`src/rtl/core/ata_pkg.sv`:
```
// Shared types and constants for the ATA PIO LBA28 transfer sequencer.
// Holds the item, result and batch structs, the phase enum and task-file codes.
// Depends on nothing; ata_step, ata_res_queue and the top level import it.
package ata_pkg;

    localparam int WORDS_PER_SECTOR = 256;
    localparam int WI_W             = $clog2(WORDS_PER_SECTOR) + 1;

    localparam int MAX_RES = 7;
    localparam int CNT_W   = 3;
    localparam int IDX_W   = 3;

    localparam int          POLL_W     = 20;
    localparam logic [19:0] POLL_RESET = 20'd100000;

    localparam logic [3:0] PORT_DATA       = 4'd0;
    localparam logic [3:0] PORT_ERROR      = 4'd1;
    localparam logic [3:0] PORT_COUNT      = 4'd2;
    localparam logic [3:0] PORT_LBA_LO     = 4'd3;
    localparam logic [3:0] PORT_LBA_MID    = 4'd4;
    localparam logic [3:0] PORT_LBA_HI     = 4'd5;
    localparam logic [3:0] PORT_DRV_HEAD   = 4'd6;
    localparam logic [3:0] PORT_STATUS_CMD = 4'd7;
    localparam logic [3:0] PORT_ALT_STATUS = 4'd8;

    localparam int ST_BSY_BIT = 7;
    localparam int ST_DRQ_BIT = 3;
    localparam int ST_ERR_BIT = 0;

    localparam logic [7:0] CMD_READ      = 8'h20;
    localparam logic [7:0] CMD_WRITE     = 8'h30;
    localparam logic [7:0] DRV_HEAD_BASE = 8'hE0;
    localparam logic [2:0] DELAY_COUNT   = 3'd4;

    typedef enum logic [1:0] {
        MODE_START_RD  = 2'd0,
        MODE_START_WR  = 2'd1,
        MODE_BUS_RSP   = 2'd2,
        MODE_HOST_WORD = 2'd3
    } t_mode;

    typedef enum logic [2:0] {
        KIND_BUS_RD    = 3'd0,
        KIND_BUS_WR    = 3'd1,
        KIND_HOST_WORD = 3'd2,
        KIND_DONE      = 3'd3,
        KIND_WR_READY  = 3'd4
    } t_kind;

    typedef enum logic [1:0] {
        OUT_OK      = 2'd0,
        OUT_DEV_ERR = 2'd1,
        OUT_TIMEOUT = 2'd2
    } t_outcome;

    typedef enum logic [3:0] {
        PH_IDLE       = 4'd0,
        PH_PRE_DELAY  = 4'd1,
        PH_PRE_BUSY   = 4'd2,
        PH_SEC_DELAY  = 4'd3,
        PH_SEC_BUSY   = 4'd4,
        PH_DRQ_READ   = 4'd5,
        PH_ERR_REG    = 4'd6,
        PH_DATA_READ  = 4'd7,
        PH_DRQ_WRITE  = 4'd8,
        PH_HOST_WORDS = 4'd9
    } t_phase;

    typedef struct packed {
        t_mode       mode;
        logic [27:0] lba;
        logic [7:0]  sector_total;
        logic [15:0] data;
    } t_item;

    typedef struct packed {
        t_kind       kind;
        logic [3:0]  port;
        logic [15:0] value;
        t_outcome    outcome;
        logic [7:0]  error_code;
    } t_result;

    typedef struct packed {
        logic [CNT_W-1:0]           count;
        t_result [MAX_RES-1:0]      res;
    } t_batch;

endpackage

```
`src/rtl/core/ata_in_if.sv`:
```
// Input channel of the sequencer: valid/ready handshake with one item payload.
// Standalone interface; no package dependency.
interface ata_in_if;
    logic        valid;
    logic        ready;
    logic [1:0]  mode;
    logic [27:0] lba;
    logic [7:0]  sector_total;
    logic [15:0] data;

    modport source (output valid, mode, lba, sector_total, data, input ready);
    modport sink   (input valid, mode, lba, sector_total, data, output ready);
endinterface

```
`src/rtl/core/ata_out_if.sv`:
```
// Result channel of the sequencer: valid/ready handshake with one result payload.
// Standalone interface; no package dependency.
interface ata_out_if;
    logic        valid;
    logic        ready;
    logic [2:0]  kind;
    logic [3:0]  port;
    logic [15:0] value;
    logic [1:0]  outcome;
    logic [7:0]  error_code;
    logic        last;

    modport source (output valid, kind, port, value, outcome, error_code, last, input ready);
    modport sink   (input valid, kind, port, value, outcome, error_code, last, output ready);
endinterface

```
`src/rtl/core/ata_step.sv`:
```
// Transfer state machine: updates the sequencer state for each accepted item
// and builds the batch of results it causes. Holds the poll limit register.
// Depends on ata_pkg.
module ata_step
    import ata_pkg::*;
(
    input  logic              i_clk,
    input  logic              i_rst_n,
    input  logic              i_cfg_wr_en,
    input  logic [POLL_W-1:0] i_cfg_wr_data,
    input  logic              i_accept,
    input  t_item             i_item,
    output t_batch            o_batch
);

    t_phase            r_phase, n_phase;
    logic              r_is_write, n_is_write;
    logic [7:0]        r_sectors_left, n_sectors_left;
    logic [WI_W-1:0]   r_word_index, n_word_index;
    logic [POLL_W-1:0] r_polls_done, n_polls_done;
    logic [2:0]        r_delay_reads, n_delay_reads;
    logic [27:0]       r_saved_lba, n_saved_lba;
    logic [POLL_W-1:0] r_poll_limit;

    logic [7:0]        st;
    logic [WI_W-1:0]   wi_inc;
    logic              sector_end;
    logic [7:0]        sl_dec;
    logic [POLL_W-1:0] polls_inc;
    logic [POLL_W-1:0] lim;
    t_result           wait_res;
    t_phase            wait_phase;

    function automatic t_result res_make(t_kind k, logic [3:0] p, logic [15:0] v,
                                         t_outcome o, logic [7:0] e);
        t_result r;
        r.kind       = k;
        r.port       = p;
        r.value      = v;
        r.outcome    = o;
        r.error_code = e;
        return r;
    endfunction

    function automatic t_result res_rd(logic [3:0] p);
        return res_make(KIND_BUS_RD, p, 16'h0000, OUT_OK, 8'h00);
    endfunction

    function automatic t_result res_wr(logic [3:0] p, logic [15:0] v);
        return res_make(KIND_BUS_WR, p, v, OUT_OK, 8'h00);
    endfunction

    function automatic t_result res_done(t_outcome o, logic [7:0] e);
        return res_make(KIND_DONE, PORT_DATA, 16'h0000, o, e);
    endfunction

    assign st        = i_item.data[7:0];
    assign wi_inc    = r_word_index + WI_W'(1);
    assign sector_end = (wi_inc >= WI_W'(WORDS_PER_SECTOR));
    assign sl_dec    = r_sectors_left - 8'd1;
    assign polls_inc = r_polls_done + POLL_W'(1);
    assign lim       = (r_poll_limit == '0) ? POLL_W'(1) : r_poll_limit;

    // The access that opens the wait for the next sector differs by direction.
    assign wait_res   = r_is_write ? res_rd(PORT_STATUS_CMD) : res_rd(PORT_ALT_STATUS);
    assign wait_phase = r_is_write ? PH_DRQ_WRITE : PH_SEC_DELAY;

    always_comb begin
        n_phase        = r_phase;
        n_is_write     = r_is_write;
        n_sectors_left = r_sectors_left;
        n_word_index   = r_word_index;
        n_polls_done   = r_polls_done;
        n_delay_reads  = r_delay_reads;
        n_saved_lba    = r_saved_lba;
        o_batch        = '0;

        case (i_item.mode)
            MODE_START_RD, MODE_START_WR: begin
                if (r_phase == PH_IDLE) begin
                    if (i_item.sector_total == 8'd0) begin
                        o_batch.res[0] = res_done(OUT_OK, 8'h00);
                        o_batch.count  = CNT_W'(1);
                    end else begin
                        n_is_write     = (i_item.mode == MODE_START_WR);
                        n_saved_lba    = i_item.lba;
                        n_sectors_left = i_item.sector_total;
                        n_word_index   = '0;
                        n_polls_done   = '0;
                        n_delay_reads  = 3'd1;
                        n_phase        = PH_PRE_DELAY;
                        o_batch.res[0] = res_rd(PORT_ALT_STATUS);
                        o_batch.count  = CNT_W'(1);
                    end
                end
            end
            MODE_BUS_RSP: begin
                case (r_phase)
                    PH_PRE_DELAY, PH_SEC_DELAY: begin
                        o_batch.count = CNT_W'(1);
                        if (r_delay_reads < DELAY_COUNT) begin
                            n_delay_reads  = r_delay_reads + 3'd1;
                            o_batch.res[0] = res_rd(PORT_ALT_STATUS);
                        end else begin
                            n_phase = (r_phase == PH_PRE_DELAY) ? PH_PRE_BUSY : PH_SEC_BUSY;
                            o_batch.res[0] = res_rd(PORT_STATUS_CMD);
                        end
                    end
                    PH_PRE_BUSY: begin
                        if (st[ST_BSY_BIT]) begin
                            o_batch.res[0] = res_rd(PORT_STATUS_CMD);
                            o_batch.count  = CNT_W'(1);
                        end else begin
                            // Load the task file, issue the command, then wait.
                            o_batch.res[0] = res_wr(PORT_DRV_HEAD,
                                {8'h00, DRV_HEAD_BASE | {4'h0, r_saved_lba[27:24]}});
                            o_batch.res[1] = res_wr(PORT_COUNT, {8'h00, r_sectors_left});
                            o_batch.res[2] = res_wr(PORT_LBA_LO, {8'h00, r_saved_lba[7:0]});
                            o_batch.res[3] = res_wr(PORT_LBA_MID, {8'h00, r_saved_lba[15:8]});
                            o_batch.res[4] = res_wr(PORT_LBA_HI, {8'h00, r_saved_lba[23:16]});
                            o_batch.res[5] = res_wr(PORT_STATUS_CMD,
                                {8'h00, r_is_write ? CMD_WRITE : CMD_READ});
                            o_batch.res[6] = wait_res;
                            o_batch.count  = CNT_W'(7);
                            n_word_index   = '0;
                            n_phase        = wait_phase;
                            if (!r_is_write) begin
                                n_delay_reads = 3'd1;
                            end
                        end
                    end
                    PH_SEC_BUSY: begin
                        o_batch.res[0] = res_rd(PORT_STATUS_CMD);
                        o_batch.count  = CNT_W'(1);
                        if (!st[ST_BSY_BIT]) begin
                            n_phase      = PH_DRQ_READ;
                            n_polls_done = '0;
                        end
                    end
                    PH_DRQ_READ: begin
                        o_batch.count = CNT_W'(1);
                        if (st[ST_ERR_BIT]) begin
                            n_phase        = PH_ERR_REG;
                            o_batch.res[0] = res_rd(PORT_ERROR);
                        end else begin
                            n_polls_done = polls_inc;
                            // DRQ wins over the poll count, so a late DRQ still proceeds.
                            if (st[ST_DRQ_BIT]) begin
                                n_phase        = PH_DATA_READ;
                                n_word_index   = '0;
                                o_batch.res[0] = res_rd(PORT_DATA);
                            end else if (polls_inc >= lim) begin
                                n_phase        = PH_IDLE;
                                o_batch.res[0] = res_done(OUT_TIMEOUT, 8'h00);
                            end else begin
                                o_batch.res[0] = res_rd(PORT_STATUS_CMD);
                            end
                        end
                    end
                    PH_ERR_REG: begin
                        n_phase        = PH_IDLE;
                        o_batch.res[0] = res_done(OUT_DEV_ERR, st);
                        o_batch.count  = CNT_W'(1);
                    end
                    PH_DATA_READ: begin
                        o_batch.res[0] = res_make(KIND_HOST_WORD, PORT_DATA, i_item.data,
                                                  OUT_OK, 8'h00);
                        o_batch.count  = CNT_W'(2);
                        n_word_index   = wi_inc;
                        if (!sector_end) begin
                            o_batch.res[1] = res_rd(PORT_DATA);
                        end else begin
                            n_sectors_left = sl_dec;
                            if (sl_dec == 8'd0) begin
                                n_phase        = PH_IDLE;
                                o_batch.res[1] = res_done(OUT_OK, 8'h00);
                            end else begin
                                o_batch.res[1] = wait_res;
                                n_word_index   = '0;
                                n_phase        = wait_phase;
                                n_delay_reads  = 3'd1;
                            end
                        end
                    end
                    PH_DRQ_WRITE: begin
                        o_batch.count = CNT_W'(1);
                        if (st[ST_DRQ_BIT]) begin
                            n_phase        = PH_HOST_WORDS;
                            n_word_index   = '0;
                            o_batch.res[0] = res_make(KIND_WR_READY, PORT_DATA, 16'h0000,
                                                      OUT_OK, 8'h00);
                        end else begin
                            o_batch.res[0] = res_rd(PORT_STATUS_CMD);
                        end
                    end
                    default: begin
                    end
                endcase
            end
            MODE_HOST_WORD: begin
                if (r_phase == PH_HOST_WORDS) begin
                    o_batch.res[0] = res_wr(PORT_DATA, i_item.data);
                    o_batch.count  = CNT_W'(1);
                    n_word_index   = wi_inc;
                    if (sector_end) begin
                        n_sectors_left = sl_dec;
                        o_batch.count  = CNT_W'(2);
                        if (sl_dec == 8'd0) begin
                            n_phase        = PH_IDLE;
                            o_batch.res[1] = res_done(OUT_OK, 8'h00);
                        end else begin
                            o_batch.res[1] = wait_res;
                            n_word_index   = '0;
                            n_phase        = wait_phase;
                        end
                    end
                end
            end
            default: begin
            end
        endcase
    end

    always_ff @(posedge i_clk) begin
        if (!i_rst_n) begin
            r_phase <= PH_IDLE;
        end else if (i_accept) begin
            r_phase <= n_phase;
        end
    end

    always_ff @(posedge i_clk) begin
        if (!i_rst_n) begin
            r_is_write     <= 1'b0;
            r_sectors_left <= '0;
            r_word_index   <= '0;
            r_polls_done   <= '0;
            r_delay_reads  <= '0;
            r_saved_lba    <= '0;
        end else if (i_accept) begin
            r_is_write     <= n_is_write;
            r_sectors_left <= n_sectors_left;
            r_word_index   <= n_word_index;
            r_polls_done   <= n_polls_done;
            r_delay_reads  <= n_delay_reads;
            r_saved_lba    <= n_saved_lba;
        end
    end

    always_ff @(posedge i_clk) begin
        if (!i_rst_n) begin
            r_poll_limit <= POLL_RESET;
        end else if (i_cfg_wr_en) begin
            r_poll_limit <= i_cfg_wr_data;
        end
    end

    // A running transfer always has at least one sector still to move.
    a_sectors_while_busy: assert property (@(posedge i_clk) disable iff (!i_rst_n)
        r_phase != PH_IDLE |-> r_sectors_left != 8'd0)
        else $error("transfer running with no sectors left");

    // After a completed sector the index may rest at the sector size while idle.
    a_word_index_range: assert property (@(posedge i_clk) disable iff (!i_rst_n)
        r_phase != PH_IDLE |-> r_word_index < WI_W'(WORDS_PER_SECTOR))
        else $error("word index beyond sector size");

    a_delay_range: assert property (@(posedge i_clk) disable iff (!i_rst_n)
        (r_phase == PH_PRE_DELAY || r_phase == PH_SEC_DELAY)
            |-> (r_delay_reads != 3'd0 && r_delay_reads <= DELAY_COUNT))
        else $error("delay read count out of range");

endmodule

```
`src/rtl/core/ata_res_queue.sv`:
```
// Result queue: holds one item's batch of results and presents them one per cycle
// while o_res.ready is high, via an output register. Depends on ata_pkg, ata_out_if.
module ata_res_queue
    import ata_pkg::*;
(
    input  logic             i_clk,
    input  logic             i_rst_n,
    input  logic             i_load,
    input  t_batch           i_batch,
    output logic             o_space,
    ata_out_if.source        o_res
);

    t_batch           r_batch;
    logic [CNT_W-1:0] r_count;
    logic [IDX_W-1:0] r_rd_idx;
    t_result          r_out;
    logic             r_out_last;
    logic             r_out_valid;

    logic             move;
    logic             move_last;

    assign move      = (r_count != '0) && (!r_out_valid || o_res.ready);
    assign move_last = (r_rd_idx == IDX_W'(r_count - CNT_W'(1)));
    // The next batch may enter once the current one has handed over its final result.
    assign o_space   = (r_count == '0) || (move && move_last);

    always_ff @(posedge i_clk) begin
        if (!i_rst_n) begin
            r_count     <= '0;
            r_rd_idx    <= '0;
            r_out_valid <= 1'b0;
        end else begin
            if (move) begin
                r_out_valid <= 1'b1;
            end else if (o_res.ready) begin
                r_out_valid <= 1'b0;
            end
            if (i_load) begin
                r_count  <= i_batch.count;
                r_rd_idx <= '0;
            end else if (move) begin
                if (move_last) begin
                    r_count  <= '0;
                    r_rd_idx <= '0;
                end else begin
                    r_rd_idx <= r_rd_idx + IDX_W'(1);
                end
            end
        end
    end

    always_ff @(posedge i_clk) begin
        if (i_load) begin
            r_batch <= i_batch;
        end
        if (move) begin
            r_out      <= r_batch.res[r_rd_idx];
            r_out_last <= move_last;
        end
    end

    assign o_res.valid      = r_out_valid;
    assign o_res.kind       = r_out.kind;
    assign o_res.port       = r_out.port;
    assign o_res.value      = r_out.value;
    assign o_res.outcome    = r_out.outcome;
    assign o_res.error_code = r_out.error_code;
    assign o_res.last       = r_out_last;

    a_count_range: assert property (@(posedge i_clk) disable iff (!i_rst_n)
        r_count <= CNT_W'(MAX_RES))
        else $error("result count beyond batch size");

    a_index_in_batch: assert property (@(posedge i_clk) disable iff (!i_rst_n)
        r_count != '0 |-> r_rd_idx < IDX_W'(r_count))
        else $error("read index beyond batch");

    a_load_needs_space: assert property (@(posedge i_clk) disable iff (!i_rst_n)
        i_load |-> o_space)
        else $error("batch loaded over unsent results");

    a_move_fills_out: assert property (@(posedge i_clk) disable iff (!i_rst_n)
        move |=> r_out_valid)
        else $error("result moved but output register empty");

endmodule

```
`src/rtl/core/ata_pio_lba28_transfer_sequencer_core.sv`:
```
// Top level of the host-side ATA PIO LBA28 transfer sequencer.
// Joins the transfer state machine and the result queue.
// Depends on ata_pkg, ata_in_if, ata_out_if, ata_step and ata_res_queue.
//
// Usage: items arrive on i_cmd: a start request (read or write, with LBA and
// sector count), the response to the single bus read that is outstanding, or
// one host data word for a write sector. Results leave on o_res: bus reads and
// writes of the task file, words for the host, a ready-for-sector notice and a
// completion with its outcome. Each item yields zero to seven results; the
// final result of an item carries last.
// The batch of an accepted item is registered in the result queue; its results
// pass through the output register one per cycle while o_res.ready is high.
// Throughput: one item per cycle while o_res.ready is high, for items with at
// most one result. An item with more results holds the result queue until the
// cycle its final result moves to the output register, when the next item is
// taken. The result queue holds one item's batch of results.
// Reset (synchronous, active low) puts the sequencer idle, clears all counters
// and sets the poll limit to 100000. If the receiver stalls, the output
// register holds its result, the queue holds the batch and i_cmd.ready falls
// once the queue is full; nothing is lost or repeated.
// The poll limit may be written through i_cfg_wr_en / i_cfg_wr_data while the
// block is idle.
module ata_pio_lba28_transfer_sequencer_core
    import ata_pkg::*;
(
    input  logic              i_clk,
    input  logic              i_rst_n,
    input  logic              i_cfg_wr_en,
    input  logic [POLL_W-1:0] i_cfg_wr_data,
    ata_in_if.sink            i_cmd,
    ata_out_if.source         o_res
);

    t_item  item;
    t_batch batch;
    logic   space;
    logic   accept;

    // An item is taken whenever the queue can receive its batch of results.
    assign i_cmd.ready = space;
    assign accept      = i_cmd.valid && space;

    assign item.mode         = t_mode'(i_cmd.mode);
    assign item.lba          = i_cmd.lba;
    assign item.sector_total = i_cmd.sector_total;
    assign item.data         = i_cmd.data;

    ata_step u_step (
        .i_clk         (i_clk),
        .i_rst_n       (i_rst_n),
        .i_cfg_wr_en   (i_cfg_wr_en),
        .i_cfg_wr_data (i_cfg_wr_data),
        .i_accept      (accept),
        .i_item        (item),
        .o_batch       (batch)
    );

    ata_res_queue u_res_queue (
        .i_clk   (i_clk),
        .i_rst_n (i_rst_n),
        .i_load  (accept),
        .i_batch (batch),
        .o_space (space),
        .o_res   (o_res)
    );

endmodule

```
`src/flat_wrapper.sv`:
```
// flat-port wrapper written by rule: the top's interface ports become plain ports
module ata_pio_lba28_transfer_sequencer_core_flat import ata_pkg::*;
  (i_clk, i_rst_n, i_cfg_wr_en, i_cfg_wr_data, i_cmd_valid, i_cmd_mode, i_cmd_lba, i_cmd_sector_total, i_cmd_data, i_cmd_ready, o_res_valid, o_res_kind, o_res_port, o_res_value, o_res_outcome, o_res_error_code, o_res_last, o_res_ready);
  ata_in_if i_cmd_i ();
  ata_out_if o_res_i ();
  input  logic i_clk;
  input  logic i_rst_n;
  input  logic i_cfg_wr_en;
  input  logic [POLL_W-1:0] i_cfg_wr_data;
  input wire logic [$bits(i_cmd_i.valid)-1:0] i_cmd_valid;
  input wire logic [$bits(i_cmd_i.mode)-1:0] i_cmd_mode;
  input wire logic [$bits(i_cmd_i.lba)-1:0] i_cmd_lba;
  input wire logic [$bits(i_cmd_i.sector_total)-1:0] i_cmd_sector_total;
  input wire logic [$bits(i_cmd_i.data)-1:0] i_cmd_data;
  output wire logic [$bits(i_cmd_i.ready)-1:0] i_cmd_ready;
  output wire logic [$bits(o_res_i.valid)-1:0] o_res_valid;
  output wire logic [$bits(o_res_i.kind)-1:0] o_res_kind;
  output wire logic [$bits(o_res_i.port)-1:0] o_res_port;
  output wire logic [$bits(o_res_i.value)-1:0] o_res_value;
  output wire logic [$bits(o_res_i.outcome)-1:0] o_res_outcome;
  output wire logic [$bits(o_res_i.error_code)-1:0] o_res_error_code;
  output wire logic [$bits(o_res_i.last)-1:0] o_res_last;
  input wire logic [$bits(o_res_i.ready)-1:0] o_res_ready;
  assign i_cmd_i.valid = i_cmd_valid;
  assign i_cmd_i.mode = i_cmd_mode;
  assign i_cmd_i.lba = i_cmd_lba;
  assign i_cmd_i.sector_total = i_cmd_sector_total;
  assign i_cmd_i.data = i_cmd_data;
  assign i_cmd_ready = i_cmd_i.ready;
  assign o_res_valid = o_res_i.valid;
  assign o_res_kind = o_res_i.kind;
  assign o_res_port = o_res_i.port;
  assign o_res_value = o_res_i.value;
  assign o_res_outcome = o_res_i.outcome;
  assign o_res_error_code = o_res_i.error_code;
  assign o_res_last = o_res_i.last;
  assign o_res_i.ready = o_res_ready;
  ata_pio_lba28_transfer_sequencer_core u_core (.i_clk(i_clk), .i_rst_n(i_rst_n), .i_cfg_wr_en(i_cfg_wr_en), .i_cfg_wr_data(i_cfg_wr_data), .i_cmd(i_cmd_i), .o_res(o_res_i));
endmodule
```
`config.mk`:
```
export PLATFORM = sky130hd
export DESIGN_NAME = ata_pio_lba28_transfer_sequencer_core_flat
export DESIGN_NICKNAME = d
export VERILOG_FILES = /design/src/rtl/core/ata_pkg.sv /design/src/rtl/core/ata_in_if.sv /design/src/rtl/core/ata_out_if.sv /design/src/rtl/core/ata_step.sv /design/src/rtl/core/ata_res_queue.sv /design/src/rtl/core/ata_pio_lba28_transfer_sequencer_core.sv /design/src/flat_wrapper.sv
export SDC_FILE = /design/constraint.sdc
export NUM_CORES = 1
export LEC_CHECK = 0
export BUFFER_PORTS_ARGS = -buffer_cell sky130_fd_sc_hd__clkbuf_2
export CAP_MARGIN = 20
export CORE_UTILIZATION = 47
export CTS_CLUSTER_DIAMETER = 50
export DETAILED_ROUTE_END_ITERATION = 10
export PLACE_DENSITY = 0.74
export SLEW_MARGIN = 20
export SYNTH_ARGS = -nofsm -noshare
export SYNTH_HDL_FRONTEND = slang
export SYNTH_SLANG_ARGS = --single-unit
```
`constraint.sdc`:
```
create_clock -name i_clk -period 5.4 [get_ports i_clk]
set_input_delay 0 -clock i_clk [delete_from_list [all_inputs] [get_ports i_clk]]
set_output_delay 0 -clock i_clk [all_outputs]
set_load 0.02 [all_outputs]
```
; ---- Word-level counts from Yosys, hierarchy flattened
; Cells that the tools add are included.
[word_totals]
ff_bits = 365
input_bits = 79
elab_cells = 211
[op_classes]
add_sub_neg = 6
magnitude_cmp = 4
eq_ne = 31
n_mux = 80
n_bitwise = 4
n_reduce_logical = 30
[ops]
columns = operator, n
row1 = $pmux W33 S7, 1
row2 = $mux W32, 7
row3 = $mux W163, 1
row4 = $pmux W33 S2, 2
row5 = $mux W20, 5
row6 = $bmux W33 S3, 1
row7 = $pmux W33 S3, 1
row8 = $pmux W20 S2, 2
row9 = $mux W9, 8
row10 = $mux W33, 2
row11 = $mux W65, 1
row12 = $mux W30, 2
row13 = $mux W4, 13
row14 = $mux W8, 5
row15 = $mux W3, 13
row16 = $pmux W9 S4, 1
row17 = $mux W31, 1
row18 = $pmux W4 S7, 1
row19 = $ne A3 B3 Y1 const B, 9
row20 = $pmux W3 S3, 3
row21 = $pmux W9 S3, 1
row22 = $pmux W8 S3, 1
row23 = $add A20 B1 Y20 const B, 1
row24 = $ge A20 B20 Y1, 1
row25 = 45 further kinds, 72

; ---- Longest topological paths before layout
; Gate-level depths: netlist of the first run.
[depth]
depth_word = 8
ltp_mapped = 15
ltp_nobuf = 14

; ---- Hierarchy
; From an unflattened synthesis of the first run, not the netlist that was laid out.
[hier_totals]
cells_unflattened = 1467
hier_area_um2 = 17370.4
[modules_own_cells]
columns = mod, n_inst, cells_each, area_per_inst_um2, seq_area_each_um2
row1 = ata_res_queue, 1, 532, 10148.5, 8097.8
row2 = ata_step, 1, 934, 7215.7, 1861.8
row3 = ata_pio_lba28_transfer_sequencer_core, 1, 1, 6.3, 0.0

; ---- Least setup slack after synthesis of the first run
; No wires, ideal clock.
[synth_timing]
path_kind = register to register
start = register u_core.u_res_queue.r_count[0]
end = register u_core.u_step.r_word_index[6]
setup_ns = 0.070
t_arrival_ns = 3.850
required_ns = 5.330
slack_ns = 1.480
path_stages_with_launch = 11
path_buffers = 0
synth_period_minus_slack_ns = 3.920
path_cell_list = dfxtp_1 inv_1 ha_1 xnor2_1 nor2_1 a31oi_1 inv_1 nand2b_2 or3_4 or4_1 a21oi_1
[synth_between]
elab_chain_len = 6
word_cells_on_any_way = 9
[synth_lines]
columns = item, line
row1 = from (decl), ata_res_queue.sv:15  ; logic [CNT_W-1:0] r_count;
row2 = from (signal assigned), ata_res_queue.sv:41  ; r_count <= i_batch.count;
row3 = $sub A3 B1 Y3 / $reduce_bool A3 Y1 (equally long branches), "ata_res_queue.sv:25, ata_res_queue.sv:24"
row4 = $eq A3 B3 Y1 / $logic_and A1 B1 Y1 (equally long branches), "ata_res_queue.sv:25, ata_res_queue.sv:24"
row5 = $logic_and A1 B1 Y1, ata_res_queue.sv:27  ; assign o_space = (r_count == '0) || (move && move_last);
row6 = $logic_or A1 B1 Y1 *, ata_res_queue.sv:27
row7 = $logic_and A1 B1 Y1 *, ata_pio_lba28_transfer_sequencer_core.sv:41  ; assign accept = i_cmd.valid && space;
row8 = net u_core.accept, ata_pio_lba28_transfer_sequencer_core.sv:37  ; logic accept;
row9 = $reduce_and A7 Y1 (no source line) *, n/a
row10 = to (signal assigned), ata_step.sv:243  ; r_word_index <= n_word_index;
row11 = to (decl), ata_step.sv:19  ; logic [WI_W-1:0] r_word_index, n_word_index;
; The timed path passes the listed nets; every way through them passes the cells marked *.
; A chain may end at the register's enable or synchronous reset.

; ---- Worst setup path in the final report of the first run
[layout_timing]
start = register u_core.u_step.r_polls_done[0]
end = register u_core.u_step.r_phase[2]
[layout_between]
elab_chain_len = 4
[layout_lines]
columns = item, line
row1 = from (decl), ata_step.sv:20  ; logic [POLL_W-1:0] r_polls_done, n_polls_done;
row2 = from (signal assigned), ata_step.sv:244  ; r_polls_done <= n_polls_done;
row3 = $add A20 B1 Y20, ata_step.sv:61  ; assign polls_inc = r_polls_done + POLL_W'(1);
row4 = $ge A20 B20 Y1, ata_step.sv:152  ; end else if (polls_inc >= lim) begin
row5 = $ne A5 B5 Y1 (no source line), n/a
row6 = $reduce_and A10 Y1 (no source line), n/a
row7 = to (signal assigned), ata_step.sv:228  ; r_phase <= n_phase;
row8 = to (decl), ata_step.sv:16  ; t_phase r_phase, n_phase;
; Every way passes these cells.

==> impl.org, run 1 <==
** Power and ir drop
- Cell leakage power :: 0.00501 uW
- VDD IR max :: 0.213 mV
- Sequential cells account for 45.5% of the total power.
- Pwr Density :: 321 mW/mm^2
- Internal power :: 2990 uW
- Power dissipated by switching net loads :: 1050 uW
- Net switching is 25.9% of the power.
- Clock network power share :: 42.1%
- Combinational cells account for 12.4% of the total power.

** Placement
- Half-perimeter wire length after detailed placement :: 16200 microns
- Port Buffers :: 114
- Routability-driven placement finished with a final weighted congestion of 0.915.

** Yosys
- Library cells used by synthesis :: 79
- Yosys attributes the largest share of cell area to sky130_fd_sc_hd__edfxtp_1 (31%), sky130_fd_sc_hd__dfxtp_1 (20%), sky130_fd_sc_hd__a21oi_1 (4.8%).
- Cell count after synthesis :: 1057
- Summed over all instances, the cell type with the most area after synthesis is sky130_fd_sc_hd__edfxtp_1.
- For this run, the number of Yosys warnings is 0.
- In the synthesized netlist the async set-or-reset flop fraction comes to 0%.
- Flip-flop and latch count after synthesis :: 207
- Among all flip-flop cells after synthesis, the most frequent one is sky130_fd_sc_hd__edfxtp_1.
- Summed over its instances, the top area cell type makes up 31.3% of the synthesized netlist area.
- Net count of the mapped netlist :: 1164
- Number of enable-type register cells in the synthesized netlist :: 107
- Syn_area_per_cell :: 9.70 sq um
- The synthesized netlist occupies a cell area of 0.0103 sq mm.
- Sequential area share after synthesis :: 50.9%

** Final layout
- The top cell types in the final layout, fill and taps aside, are sky130_fd_sc_hd__nand2_1 (116), sky130_fd_sc_hd__clkbuf_2 (114), sky130_fd_sc_hd__edfxtp_1 (107).
- Cells with a size suffix above 1 make up 16.0% of the layout.
- Layout Nets :: 1325
- From synthesis to final layout, the design area changed by 22.6%.
- For this run, the share of the core covered by cells in the final layout is 59.2%.
- 0 antenna diodes ended up in the layout.
- The library cell used most frequently in the layout, excluding fill and tap cells, is sky130_fd_sc_hd__nand2_1.

** Floorplanning
- Measured along the y axis, the die boundary spans 150 microns.
- The floorplan has 53 rows.
- During I/O placement, the number of pins put on the boundary was 115.
- The die covers 0.0224 sq mm.
- For this configuration, the core starts out at a cell density of 48.3%.
- After floorplanning, the core was sized to cover 0.0212 sq mm.
- Die span in x :: 150 microns

** STA
- The clock period could shrink to 3.94 ns.
- At the pin with the least slew margin, the transition time is 1.02 ns.
- RSZ-0062 raised after global routing :: no
- For the final routed database, the setup TNS stands at 0 ns.
- Worst slew margin :: 31.8%
- Post-Route Skew :: 0.0123 ns
- The final hold violation count came to 0.
- Total of endpoints with negative setup slack in the final report :: 0
- The number of slew-limit violations in the final report is 0.
- After layout, the worst path uses 73.0% of the clock period.
- Maximum frequency from static timing analysis :: 254 MHz

** Clock tree
- Latest clock arrival within the worst-skew pair :: 0.53 ns
- Hold buffer count at cts :: 73
- Deepest clock path buffer count :: 3
- CTS placed an instance of sky130_fd_sc_hd__clkbuf_16 at the clock tree root.
- After clock tree synthesis, the clock-pin slew on the worst setup and hold paths is 0.06 ns.
- TritonCTS built the clock tree.
- In this run the number of H-tree levels came out at 1.
- CTS buffer count :: 25
- The number of setup buffers added after CTS is 0.
- In this run, post-CTS repair resized a total of 0 instances.
- Number of clock sinks seen by CTS :: 207

** Global routing
- Entering global routing, the biggest net connects 84 pins.
- Remaining global-route overflow :: 0
- The initial antenna violation count is 0.
- The first global-routing pass estimated 39800 microns of wire.
- In the global route stage, overall resource usage came out at 22.4%.
- Via count of the first global-routing pass :: 8013

** Route
- After detailed routing, the met3 layer carries 1340 microns of wire.
- The detailed router put a total of 10700 microns of wire on met1.
- Wire segments on met2 add up to 12200 microns in the final route.
- Routed len/inst :: 16.6 microns
- DR top layer :: met4
- The first detailed-routing pass took 5 iterations.
- The routed layout has 8427 vias.
- Summed over all layers, the routed wires come to 25100 microns.
- Number of design-rule violations left by the first detailed-router iteration :: 595
- In the routed design, unresolved DRC markers number 0.
- Number of nets with antenna violations after detailed routing :: 0
- After detailed routing, the number of vias per cell comes to 5.57.

** Setup path
- The largest individual stage delay along the critical path comes from the cell sky130_fd_sc_hd__a31oi_1.
- Crit Reg-Reg Startpoint :: u_core.u_step.r_polls_done[0]
- Worst setup SP type :: flop
- Largest driver fanout on the critical path :: 6
- In this run the worst setup path begins at u_core.u_step.r_polls_done[0].
- STA puts the critical path data required time at 5.82 ns.
- In this design, the stage delay of the slowest critical-path cell is 0.52 ns.
- The critical path goes through ha_1, and3_1, and4_1, nand2_1, nor2_1, xor2_1, ha_1, a21oi_1, a21boi_0, o31ai_1, o2111ai_1, a31oi_1, nor4b_1, o31a_1.
- CP most frequent cell :: sky130_fd_sc_hd__ha_1
- For the worst setup path, the data arrival time is 4.36 ns.
- The worst setup path is captured at a flop.
- Start-to-end type of the worst setup path :: flop to flop

** Outcome
- Result of the run :: finished, final reports clean

** Min path
- The min-delay analysis places its worst path in the category input pin to flop.
- Launch instance of the worst min-delay path :: i_cmd_data[7]

** Flow run
- Max-cap violations in this run came to 0.
-- cells by family after synthesis --
group           count (synthesis)  synth area share (%)
flops                         207                  50.9
xor+xnor                       24                  2.05
mux                            33                  3.26
simple gates                  416                  21.0
buf+inv                       106                  4.25
fa+ha+maj                      28                  3.42
compound gates                243                  15.1
-- critical path: cells and delay by family, from the launching register on --
kind | cells | cell delay, ns
AO/OA/AOI/OAI | 6 | 1.68
flip-flops | 1 | 0.41
XOR/XNOR | 1 | 0.20
AND/OR/NAND/NOR | 5 | 0.99
adder cells (fa/ha/maj) | 2 | 0.55
-- layer usage --
| layer | GRT usage [%] | vias to the layer above |
|---|---|---|
| met5 | 0 | - |
| met4 | 8.89 | 0 |
| met3 | 3.17 | 64 |
| met2 | 38.4 | 281 |
| met1 | 28.2 | 3951 |
| li1 | - | 4131 |
-- path summary, 6_finish.rpt --
path,end,slack [ns],depth (start not counted)
max,u_core.u_step.r_phase[2],1.46,14
min,u_core.u_res_queue.r_batch[180],0.06,2
max reg2reg,u_core.u_step.r_phase[2],1.46,14
min reg2reg,u_core.u_step.r_saved_lba[1],0.45,2
-- cells in the mapped netlist (7+ instances only) --
cell type / number
sky130_fd_sc_hd__a21o_1: 9
sky130_fd_sc_hd__ha_1: 28
sky130_fd_sc_hd__and2_1: 73
sky130_fd_sc_hd__nor2_1: 84
sky130_fd_sc_hd__edfxtp_1: 107
sky130_fd_sc_hd__dfxtp_1: 100
sky130_fd_sc_hd__buf_1: 7
sky130_fd_sc_hd__nand2b_1: 11
sky130_fd_sc_hd__a21oi_1: 99
sky130_fd_sc_hd__xnor2_1: 13
sky130_fd_sc_hd__and3_1: 17
sky130_fd_sc_hd__nand3_1: 24
sky130_fd_sc_hd__o21ai_0: 43
sky130_fd_sc_hd__a31oi_1: 9
sky130_fd_sc_hd__nor3_1: 18
sky130_fd_sc_hd__a22oi_1: 10
sky130_fd_sc_hd__nand2_1: 117
sky130_fd_sc_hd__clkbuf_1: 48
sky130_fd_sc_hd__nand3b_1: 13
sky130_fd_sc_hd__xor2_1: 11
sky130_fd_sc_hd__mux2i_1: 30
sky130_fd_sc_hd__nor4_1: 15
sky130_fd_sc_hd__o211ai_1: 10
sky130_fd_sc_hd__nand4_1: 7
sky130_fd_sc_hd__inv_1: 36
-- power by group through the flow --
stage | sequential [uW] | combinational, uW | clock (uW)
after CTS | 1830 | 498 | 1730
final | 1830 | 500 | 1700
after global routing | 1850 | 549 | 1780
after global placement | 1860 | 442 | 0
after floorplan | 1890 | 276 | 0
after detailed placement | 1870 | 453 | 0
-- registers in the layout, summed over array words and instances, names as in the netlist, 4 cells and up --
register and cells:
u_core.u_step.r_polls_done 20, u_core.u_step.r_word_index 9, u_core.u_res_queue.o_res.port 4, u_core.u_res_queue.o_res.error_code 8, u_core.u_step.r_sectors_left 8, u_core.u_res_queue.r_batch 73
u_core.u_step.r_saved_lba 28, u_core.u_res_queue.o_res.value 16, u_core.u_step.r_phase 4, u_core.u_step.r_poll_limit 20
-- per-stage QoR --
stage          worst slack (ns)  hold slack [ns]  total power, uW  cell area (sq um)  cells
6_report                   1.46           0.0553             4040              12600   1512
5_1_grt                    1.10           0.0503             4180              12600   1512
4_1_cts                    1.48           0.0323             4060              12600   1512
3_5_place_dp               1.51            0.225             2320              11000   1393
3_3_place_gp               1.62            0.220             2300              11000   1393
2_1_floorplan              1.48            0.130             2160              10300   1057
-- cell type report --
class / count / area, sq um
fillers: 1787 / 8650
well taps: 275 / 344
multi-input cells: 744 / 4610
inverters: 40 / 151
repair buffers: 200 / 1400
flip-flops and latches: 207 / 5220
clock buffers: 31 / 689
clock inverters: 15 / 160
(Power assumes the default switching activity.)
==> run 2: changes to the inputs <==
- clock period: 5.4 -> 3.91 ns (I/O delays scaled with it)
==> impl.org, run 2 (same netlist as run 1, synthesis figures left out) <==
** Floorplanning
- Std-Cell Rows :: 53 (unchanged)
- The number of placed I/O pins came to 115 (unchanged).
- Die span in x :: 150 microns (unchanged)
- The area of the core is 0.0212 sq mm (unchanged).
- Die area :: 0.0224 sq mm (unchanged)
- The y dimension of the die is 150 microns (unchanged).
- The effective utilization at floorplan came to 48.3% (unchanged).

** STA
- Total of endpoints with negative setup slack in the final report :: 0 (unchanged)
- The worst hold slack across all endpoints came to 0.0595 ns (+0.00420 ns).
- Maximum frequency from static timing analysis :: 274 MHz (+8.1%)
- RSZ-0062 raised after global routing :: no
- Final critical-path share of the clock period :: 93.2% (+20 points)
- Time the worst path needs with I/O delays and setup :: 3.65 ns (-0.294 ns)
- The transition time at the pin with the least slew margin is 0.981 ns (-0.0381 ns).
- The number of slew-limit violations in the final report is 0 (unchanged).
- Sum Neg Setup Slack :: 0 ns (unchanged)
- Worst slew margin :: 34.3% (+2.6 points)
- The final hold violation count is 0 (unchanged).
- Post-Route Skew :: 0.0128 ns (+0.000542 ns)

** Global routing
- The maximum number of pins on one net before global-route repair was 77 (-8.3%).
- The via count of the first global-routing pass was 7986 (-0.34%).
- The wire length of the first global-routing pass is 39400 microns (-1.1%).
- The initial antenna violation count is 0 (unchanged).
- The global routing usage summed across all routing layers came to 22.1% (-0.27 points).
- Remaining global-route overflow :: 0 (unchanged)

** Placement
- The final estimated routing congestion in global placement is 0.911 (-0.45%).
- The placed wire-length estimate came to 16400 microns (+1.3%).
- Port Buffers :: 114 (unchanged)

** Clock tree
- The clock-pin slew of the registers on the worst-case setup and hold paths is 0.06 ns (about the same).
- Number of clock sinks seen by CTS :: 207 (unchanged)
- TritonCTS built the clock tree.
- The clock buffer count from CTS came to 23 (-8.0%).
- The number of buffers between clock root and the deepest sink is 3 (unchanged).
- The tree is rooted in a sky130_fd_sc_hd__clkbuf_16.
- CTS H-tree depth :: 1 (unchanged)
- Latest clock arrival within the worst-skew pair :: 0.50 ns (-0.03 ns)

** Final layout
- The proportion of layout cells with a drive suffix above 1 was 16.0% (+0.029 points).
- From synthesis to final layout, the design area changed by 22.3%.
- Leading cell type in the layout, fill and taps excluded :: sky130_fd_sc_hd__nand2_1
- Number of antenna repair diodes :: 0 (unchanged)
- Biggest register :: u_core.u_res_queue.r_batch
- The largest registers in the layout are u_core.u_res_queue.r_batch (73), u_core.u_step.r_saved_lba (28).
- Commonest cells after routing, fill and taps aside :: sky130_fd_sc_hd__nand2_1 (117), sky130_fd_sc_hd__clkbuf_2 (114), sky130_fd_sc_hd__edfxtp_1 (107)
- Layout Nets :: 1332 (+0.53%)
- Max reg flops :: 73 (unchanged)

** Setup path
- STA classifies the critical path endpoint as a flop.
- The critical path goes through ha_1, and3_1, and4_1, and3_1, nand2_1, xnor2_1, ha_1, and4_1, and2_1, nand2_1, o2111ai_1, a31oi_1, buf_4, nor4b_1, o31a_1.
- Crit path required time :: 4.35 ns (-1.47 ns)
- The critical path is of the flop to flop type.
- On the critical path the largest part of the delay comes from simple AND/OR/NAND/NOR gates.
- The number of buffers and inverters on the critical path came to 1 (+1).
- Biggest cell delay along the critical path :: 0.41 ns (-0.11 ns)
- Worst path arrival time :: 4.08 ns (-0.28 ns)
- The peak fanout along the critical path came to 6 (unchanged).
- The reg-to-reg setup timing slack came to 0.26 ns (-1.20 ns).
- Among all stages on the critical path, the largest delay is contributed by sky130_fd_sc_hd__dfxtp_1.
- Worst setup SP type :: flop

** Route
- Total via count in the routed design :: 8472 (+0.53%)
- Number of nets with antenna violations after detailed routing :: 0 (unchanged)
- Number of remaining DRC errors :: 0 (unchanged)
- The first-pass iteration count of the detailed router came to 5 (unchanged).
- Overall routed net length :: 24900 microns (-0.95%)
- The number of vias per cell is 5.59 (+0.27%).
- Number of design-rule violations left by the first detailed-router iteration :: 610 (+2.5%)
- Routed len/inst :: 16.4 microns (-1.2%)

** Power and ir drop
- VDD IR max :: 0.318 mV (+49%)
- Cell leakage power :: 0.00499 uW (-0.28%)
- Pwr Density :: 427 mW/mm^2 (+33%)

** Flow run
- The number of max-cap violations is 0 (unchanged).

** Min path
- Class of the tightest hold or removal check :: input pin to flop

** Outcome
- The run finished with clean final reports.
## run 2: changes by cell type in the layout (fill, tap and decap cells not counted), moves of 2 or more
cell | before | now
sky130_fd_sc_hd__inv_6 | 4 | 1
sky130_fd_sc_hd__clkbuf_16 | 26 | 23
sky130_fd_sc_hd__buf_4 | 13 | 22
sky130_fd_sc_hd__clkbuf_8 | 2 | 0
sky130_fd_sc_hd__clkbuf_1 | 3 | 7
## run 2: repair_timing
action,CTS,global route
hold endpoints to repair,79,0
buffers inserted,0,0
endpoints found under the setup margin,0,2
gates resized for setup,0,2
hold buffers,73,0
## run 2: layout make-up
| cell class | count | area (sq um) |
|---|---|---|
| clock inverter | 11 | 140 |
| inverter | 40 | 155 |
| tap | 275 | 344 |
| sequential | 207 | 5220 |
| clock buffer | 30 | 602 |
| timing repair buffer | 209 | 1470 |
| fill | 1778 | 8680 |
| multi-input combinational | 744 | 4620 |
## run 2: stage by stage
step / instance area [sq um] / std cells / total power (uW) / utilization [%] / worst slack (ns)
after CTS: 12500 / 1516 / 5390 / 59.1 / 0.257
final: 12500 / 1516 / 5350 / 59.1 / 0.264
after global routing: 12500 / 1516 / 5560 / 59.1 / 0.0321
after floorplan: 10300 / 1057 / 2990 / - / 0.328
after global placement: 11100 / 1402 / 3190 / 52.1 / 0.396
after detailed placement: 11100 / 1402 / 3210 / 52.1 / 0.282
## run 2: per-layer routing
metal	wire (microns)	GRT usage [%]	share of wire, %	up-vias
met5	0	0	0	-
met4	874	9.44	3.5	0
met2	12000	37.4	48	307
li1	-	-	-	4138
met3	1480	3.23	5.9	65
met1	10600	28.0	42	3962
## run 2: path summary, 6_finish.rpt
kind	from	to	cells after the start
setup / recovery	u_core.u_step.r_polls_done[0]	u_core.u_step.r_phase[2]	15
hold / removal	i_cmd_data[7]	u_core.u_res_queue.r_batch[227]	2
hold reg to reg	u_core.u_step.r_saved_lba[14]	u_core.u_step.r_saved_lba[14]	2
setup reg to reg	u_core.u_step.r_polls_done[0]	u_core.u_step.r_phase[2]	15
## run 2: report_power, final
part / internal (uW) / switching, uW / leakage [uW] / total [uW]
sequential: 2460 / 71.4 / 0.00187 / 2530
clock: 1290 / 839 / 0.000361 / 2130
combinational: 269 / 427 / 0.00276 / 695
total: 4020 / 1340 / 0.00499 / 5350
==> run 3: changes to the inputs <==
- ABC_AREA: not set -> 1
- CTS_BUF_LIST: not set -> sky130_fd_sc_hd__clkbuf_8
==> impl.org, run 3 <==
** Flow run
- The number of max-cap violations is 0 (unchanged).

** Setup path
- The data required time of the critical path came to 4.20 ns (-0.15 ns).
- The worst setup path is captured at a flop.
- Worst path arrival time :: 3.51 ns (-0.57 ns)
- The worst setup path is launched from a flop.
- Largest driver fanout on the critical path :: 5 (-1)
- The delay of the slowest cell on the worst path came to 0.42 ns (about the same).
- Traced cell by cell, the critical path runs through nand3_1, nor3_1, nand4_1, nor2_1, xor2_1, inv_1, ha_1, a21oi_1, nor2_1, nor2_1, nand2_1, a21oi_1, nand2_1, nand2_1, nand2_1, o21ai_0, nand3_1.
- By instance count, the cell type seen most on the critical path is sky130_fd_sc_hd__nand2_1.
- The slowest stage of the critical path belongs to the cell sky130_fd_sc_hd__dfxtp_1.
- The critical path in this run is classified as flop to flop.

** Yosys
- The number of distinct library cells after synthesis is 48 (-39%).
- Net count of the mapped netlist :: 1352 (+16%)
- The number of synthesized flops with an enable pin was 107 (unchanged).
- Synthesis warning total :: 0 (unchanged)
- Most frequent cell after synthesis :: sky130_fd_sc_hd__nand2_1
- The share of the yosys chip area belonging to registers came to 51.2% (+0.35 points).
- In the synthesized netlist, the cells that appear most often are sky130_fd_sc_hd__nand2_1 (218), sky130_fd_sc_hd__nor2_1 (193), sky130_fd_sc_hd__inv_1 (145), sky130_fd_sc_hd__a21oi_1 (112), sky130_fd_sc_hd__edfxtp_1 (107).
- The share of synthesized flip-flops with an asynchronous set or reset came to 0% (unchanged).
- The synthesized cell area is 0.0102 sq mm (-0.68%).
- The area fraction of the dominant cell type after synthesis came to 31.6% (+0.22 points).
- Ranking of synthesized cells by area :: sky130_fd_sc_hd__edfxtp_1 (32%), sky130_fd_sc_hd__dfxtp_1 (20%), sky130_fd_sc_hd__nand2_1 (8.0%)
- Most used DFF post-synth :: sky130_fd_sc_hd__edfxtp_1
- Syn_area_per_cell :: 8.18 sq um (-16%)
- Cell count after synthesis :: 1245 (+18%)
- The synthesis-stage register bit count was 207 (unchanged).
- The largest total area in the synthesized netlist belongs to sky130_fd_sc_hd__edfxtp_1.

** Final layout
- Max reg flops :: 73 (unchanged)
- The largest registers in the layout are u_core.u_res_queue.r_batch (73), u_core.u_step.r_saved_lba (28).
- The library cell used most frequently in the layout, excluding fill and tap cells, is sky130_fd_sc_hd__nand2_1.
- Share of cells above drive strength 1 :: 14.6% (-1.4 points)
- Biggest register :: u_core.u_res_queue.r_batch
- Layout filler cell count :: 1789 (+0.62%)
- Layout Nets :: 1552 (+17%)
- The post-route standard cell area excluding fillers was 0.0125 sq mm (-0.12%).
- Commonest cells after routing, fill and taps aside :: sky130_fd_sc_hd__nand2_1 (218), sky130_fd_sc_hd__nor2_1 (193), sky130_fd_sc_hd__inv_1 (161)
- The total area of sequential cells came to 0.00522 sq mm (unchanged).
- Number of antenna repair diodes :: 0 (unchanged)
- Footprint of the multi-input gates :: 0.00415 sq mm (-10%)
- P&R area growth vs syn :: 23.0%

** Clock tree
- Post-cts resize count :: 0 (unchanged)
- Deepest clock path buffer count :: 3 (unchanged)
- Clock-pin transition on the worst setup and hold timing paths :: 0.06 ns (about the same)
- The number of levels the H-tree was split into came to 2 (+1).
- Latest clock arrival within the worst-skew pair :: 0.54 ns (+0.04 ns)
- CTS buffer count :: 36 (+57%)
- TritonCTS built the clock tree.
- Number of clock sinks seen by CTS :: 207 (unchanged)
- Clock tree synthesis selected as its root buffer the cell sky130_fd_sc_hd__clkbuf_8.

** Floorplanning
- I/O Pins :: 115 (unchanged)
- The area of the core came to 0.0212 sq mm (-0.31%).
- The placement row count came to 53 (unchanged).
- The y dimension of the die came to 149 microns (-0.34%).
- Die span in x :: 149 microns (-0.34%)
- The full die area came to 0.0223 sq mm (-0.67%).
- Starting density of the core :: 48.1% (-0.18 points)

** Power and ir drop
- The switching power as a share of total power is 28.0% (+3.1 points).
- VDD IR max :: 0.262 mV (-18%)
- The combinational cell fraction of total power came to 15.4% (+2.4 points).
- Sequential power share :: 48.7% (+1.4 points)
- The proportion of power drawn by the clock network is 35.9% (-3.8 points).
- Internal power :: 3770 uW (-6.1%)
- The static leakage power came to 0.00540 uW (+8.1%).
- The power spent charging and discharging nets came to 1470 uW (+9.9%).
- The cell area power density came to 418 mW/mm^2 (-2.0%).

** Route
- The post-detailed-routing wire length is 27500 microns (+11%).
- Routed len/inst :: 15.8 microns (-4.0%)
- The residual DRC count was 0 (unchanged).
- The first-pass iteration count of the detailed router came to 7 (+2).
- Number of nets with antenna violations after detailed routing :: 0 (unchanged)
- Number of design-rule violations left by the first detailed-router iteration :: 721 (+18%)
- Avg Vias per Cell :: 5.28 (-5.5%)
- The total via count in the routed design came to 9217 (+8.8%).

** STA
- The final hold violation count came to 0 (unchanged).
- Time the worst path needs with I/O delays and setup :: 3.22 ns (-0.423 ns)
- Final critical-path share of the clock period :: 82.4% (-11 points)
- Sum Neg Setup Slack :: 0 ns (unchanged)
- Max-slew violation total from the final report :: 0 (unchanged)
- Post-Route Skew :: 0.0313 ns (+0.0185 ns)
- Worst slew pin tran :: 1.06 ns (+0.0812 ns)
- Total of endpoints with negative setup slack in the final report :: 0 (unchanged)
- Worst slew margin :: 29.2% (-5.2 points)
- Maximum frequency from static timing analysis :: 310 MHz (+13%)
- Setup repair after global routing left no endpoint under its margin.

** Global routing
- Remaining global-route overflow :: 0 (unchanged)
- The global routing usage summed across all routing layers was 25.3% (+3.2 points).
- Global-route wire length before repair :: 44000 microns (+12%)
- Via count of the first global-routing pass :: 8818 (+10%)
- Maximum number of pins on one net before global-route repair :: 68 (-12%)
- Initial antenna violation count :: 0 (unchanged)

** Placement
- The placed wire-length estimate was 18600 microns (+13%).
- The total placed instance area was 0.0110 sq mm (-0.93%).
- Port Buffers :: 114 (unchanged)
- The final estimated routing congestion in global placement came to 0.973 (+6.9%).

** Outcome
- The flow ran to the end, and the final reports show no timing, DRC or antenna violations.

** Min path
- The worst hold path belongs to the class input pin to flop.
-- run 3: cell type report --
type	instances	share of cell area [%]
Sequential cell	207	41.6
Multi-Input combinational cell	828	33.2
Timing Repair Buffer	211	12.1
Inverter	161	4.83
Clock buffer	40	4.40
Tap cell	275	2.75
Clock inverter	24	1.10
-- run 3: worst max-delay path, delay by kind of cell, from the launching register on --
family                   cells  cell delay [ns]
buffers and inverters        1             0.08
XOR/XNOR                     1             0.17
AO/OA/AOI/OAI                3             0.51
AND/OR/NAND/NOR             11             1.49
flip-flops                   1             0.42
adder cells (fa/ha/maj)      1             0.31
-- run 3: power by group through the flow --
stage               clock [uW]  sequential (uW)  combinational, uW
floorplan                    0             2610                476
detailed placement           0             2590                719
global route              2020             2570                897
finish                    1880             2550                807
global placement             0             2590                711
CTS                       1920             2550                794
-- run 3: logic make-up after synthesis --
| group | after synthesis | synth area share, % |
|---|---|---|
| simple gates | 533 | 22.3 |
| compound gates | 247 | 13.3 |
| buf+inv | 210 | 7.98 |
| flops | 207 | 51.2 |
| fa+ha+maj | 28 | 3.44 |
| xor+xnor | 20 | 1.72 |
-- run 3: repair_timing --
item	CTS	global route
setup endpoints to repair	0	0
setup buffers	0	0
hold buffers	88	0
hold endpoints to repair	86	0
-- run 3: routing by layer --
| layer | up-vias | part of all wire (%) | track usage [%] |
|---|---|---|---|
| li1 | 4548 | - | - |
| met2 | 340 | 48 | 43.2 |
| met1 | 4230 | 41 | 30.4 |
| met3 | 99 | 5.5 | 4.10 |
| met4 | 0 | 5.0 | 13.8 |
| met5 | - | 0 | 0 |
-- run 3: final timing paths --
check / startpoint / to / slack (ns) / cells after the start
worst max-delay path: u_core.u_step.r_polls_done[0] / u_core.u_res_queue.r_batch[30] / 0.69 / 17
worst min-delay path: i_cmd_mode[1] / u_core.u_step.r_sectors_left[3] / 0.06 / 4
worst max register to register: u_core.u_step.r_polls_done[0] / u_core.u_res_queue.r_batch[30] / 0.69 / 17
worst min register to register: u_core.u_step.r_saved_lba[3] / u_core.u_step.r_saved_lba[3] / 0.46 / 2
-- run 3: stage by stage --
| stage | hold WS, ns | setup WS (ns) | utilization, % | total power, uW | cells |
|---|---|---|---|---|---|
| 6_report | 0.0555 | 0.687 | 59.2 | 5240 | 1746 |
| 5_1_grt | 0.0710 | 0.179 | 59.2 | 5480 | 1746 |
| 4_1_cts | 0.0340 | 0.697 | 59.2 | 5260 | 1746 |
| 3_5_place_dp | 0.221 | 0.705 | 51.8 | 3310 | 1594 |
| 3_3_place_gp | 0.217 | 0.769 | 51.8 | 3300 | 1594 |
| 2_1_floorplan | 0.122 | 0.619 | - | 3090 | 1245 |
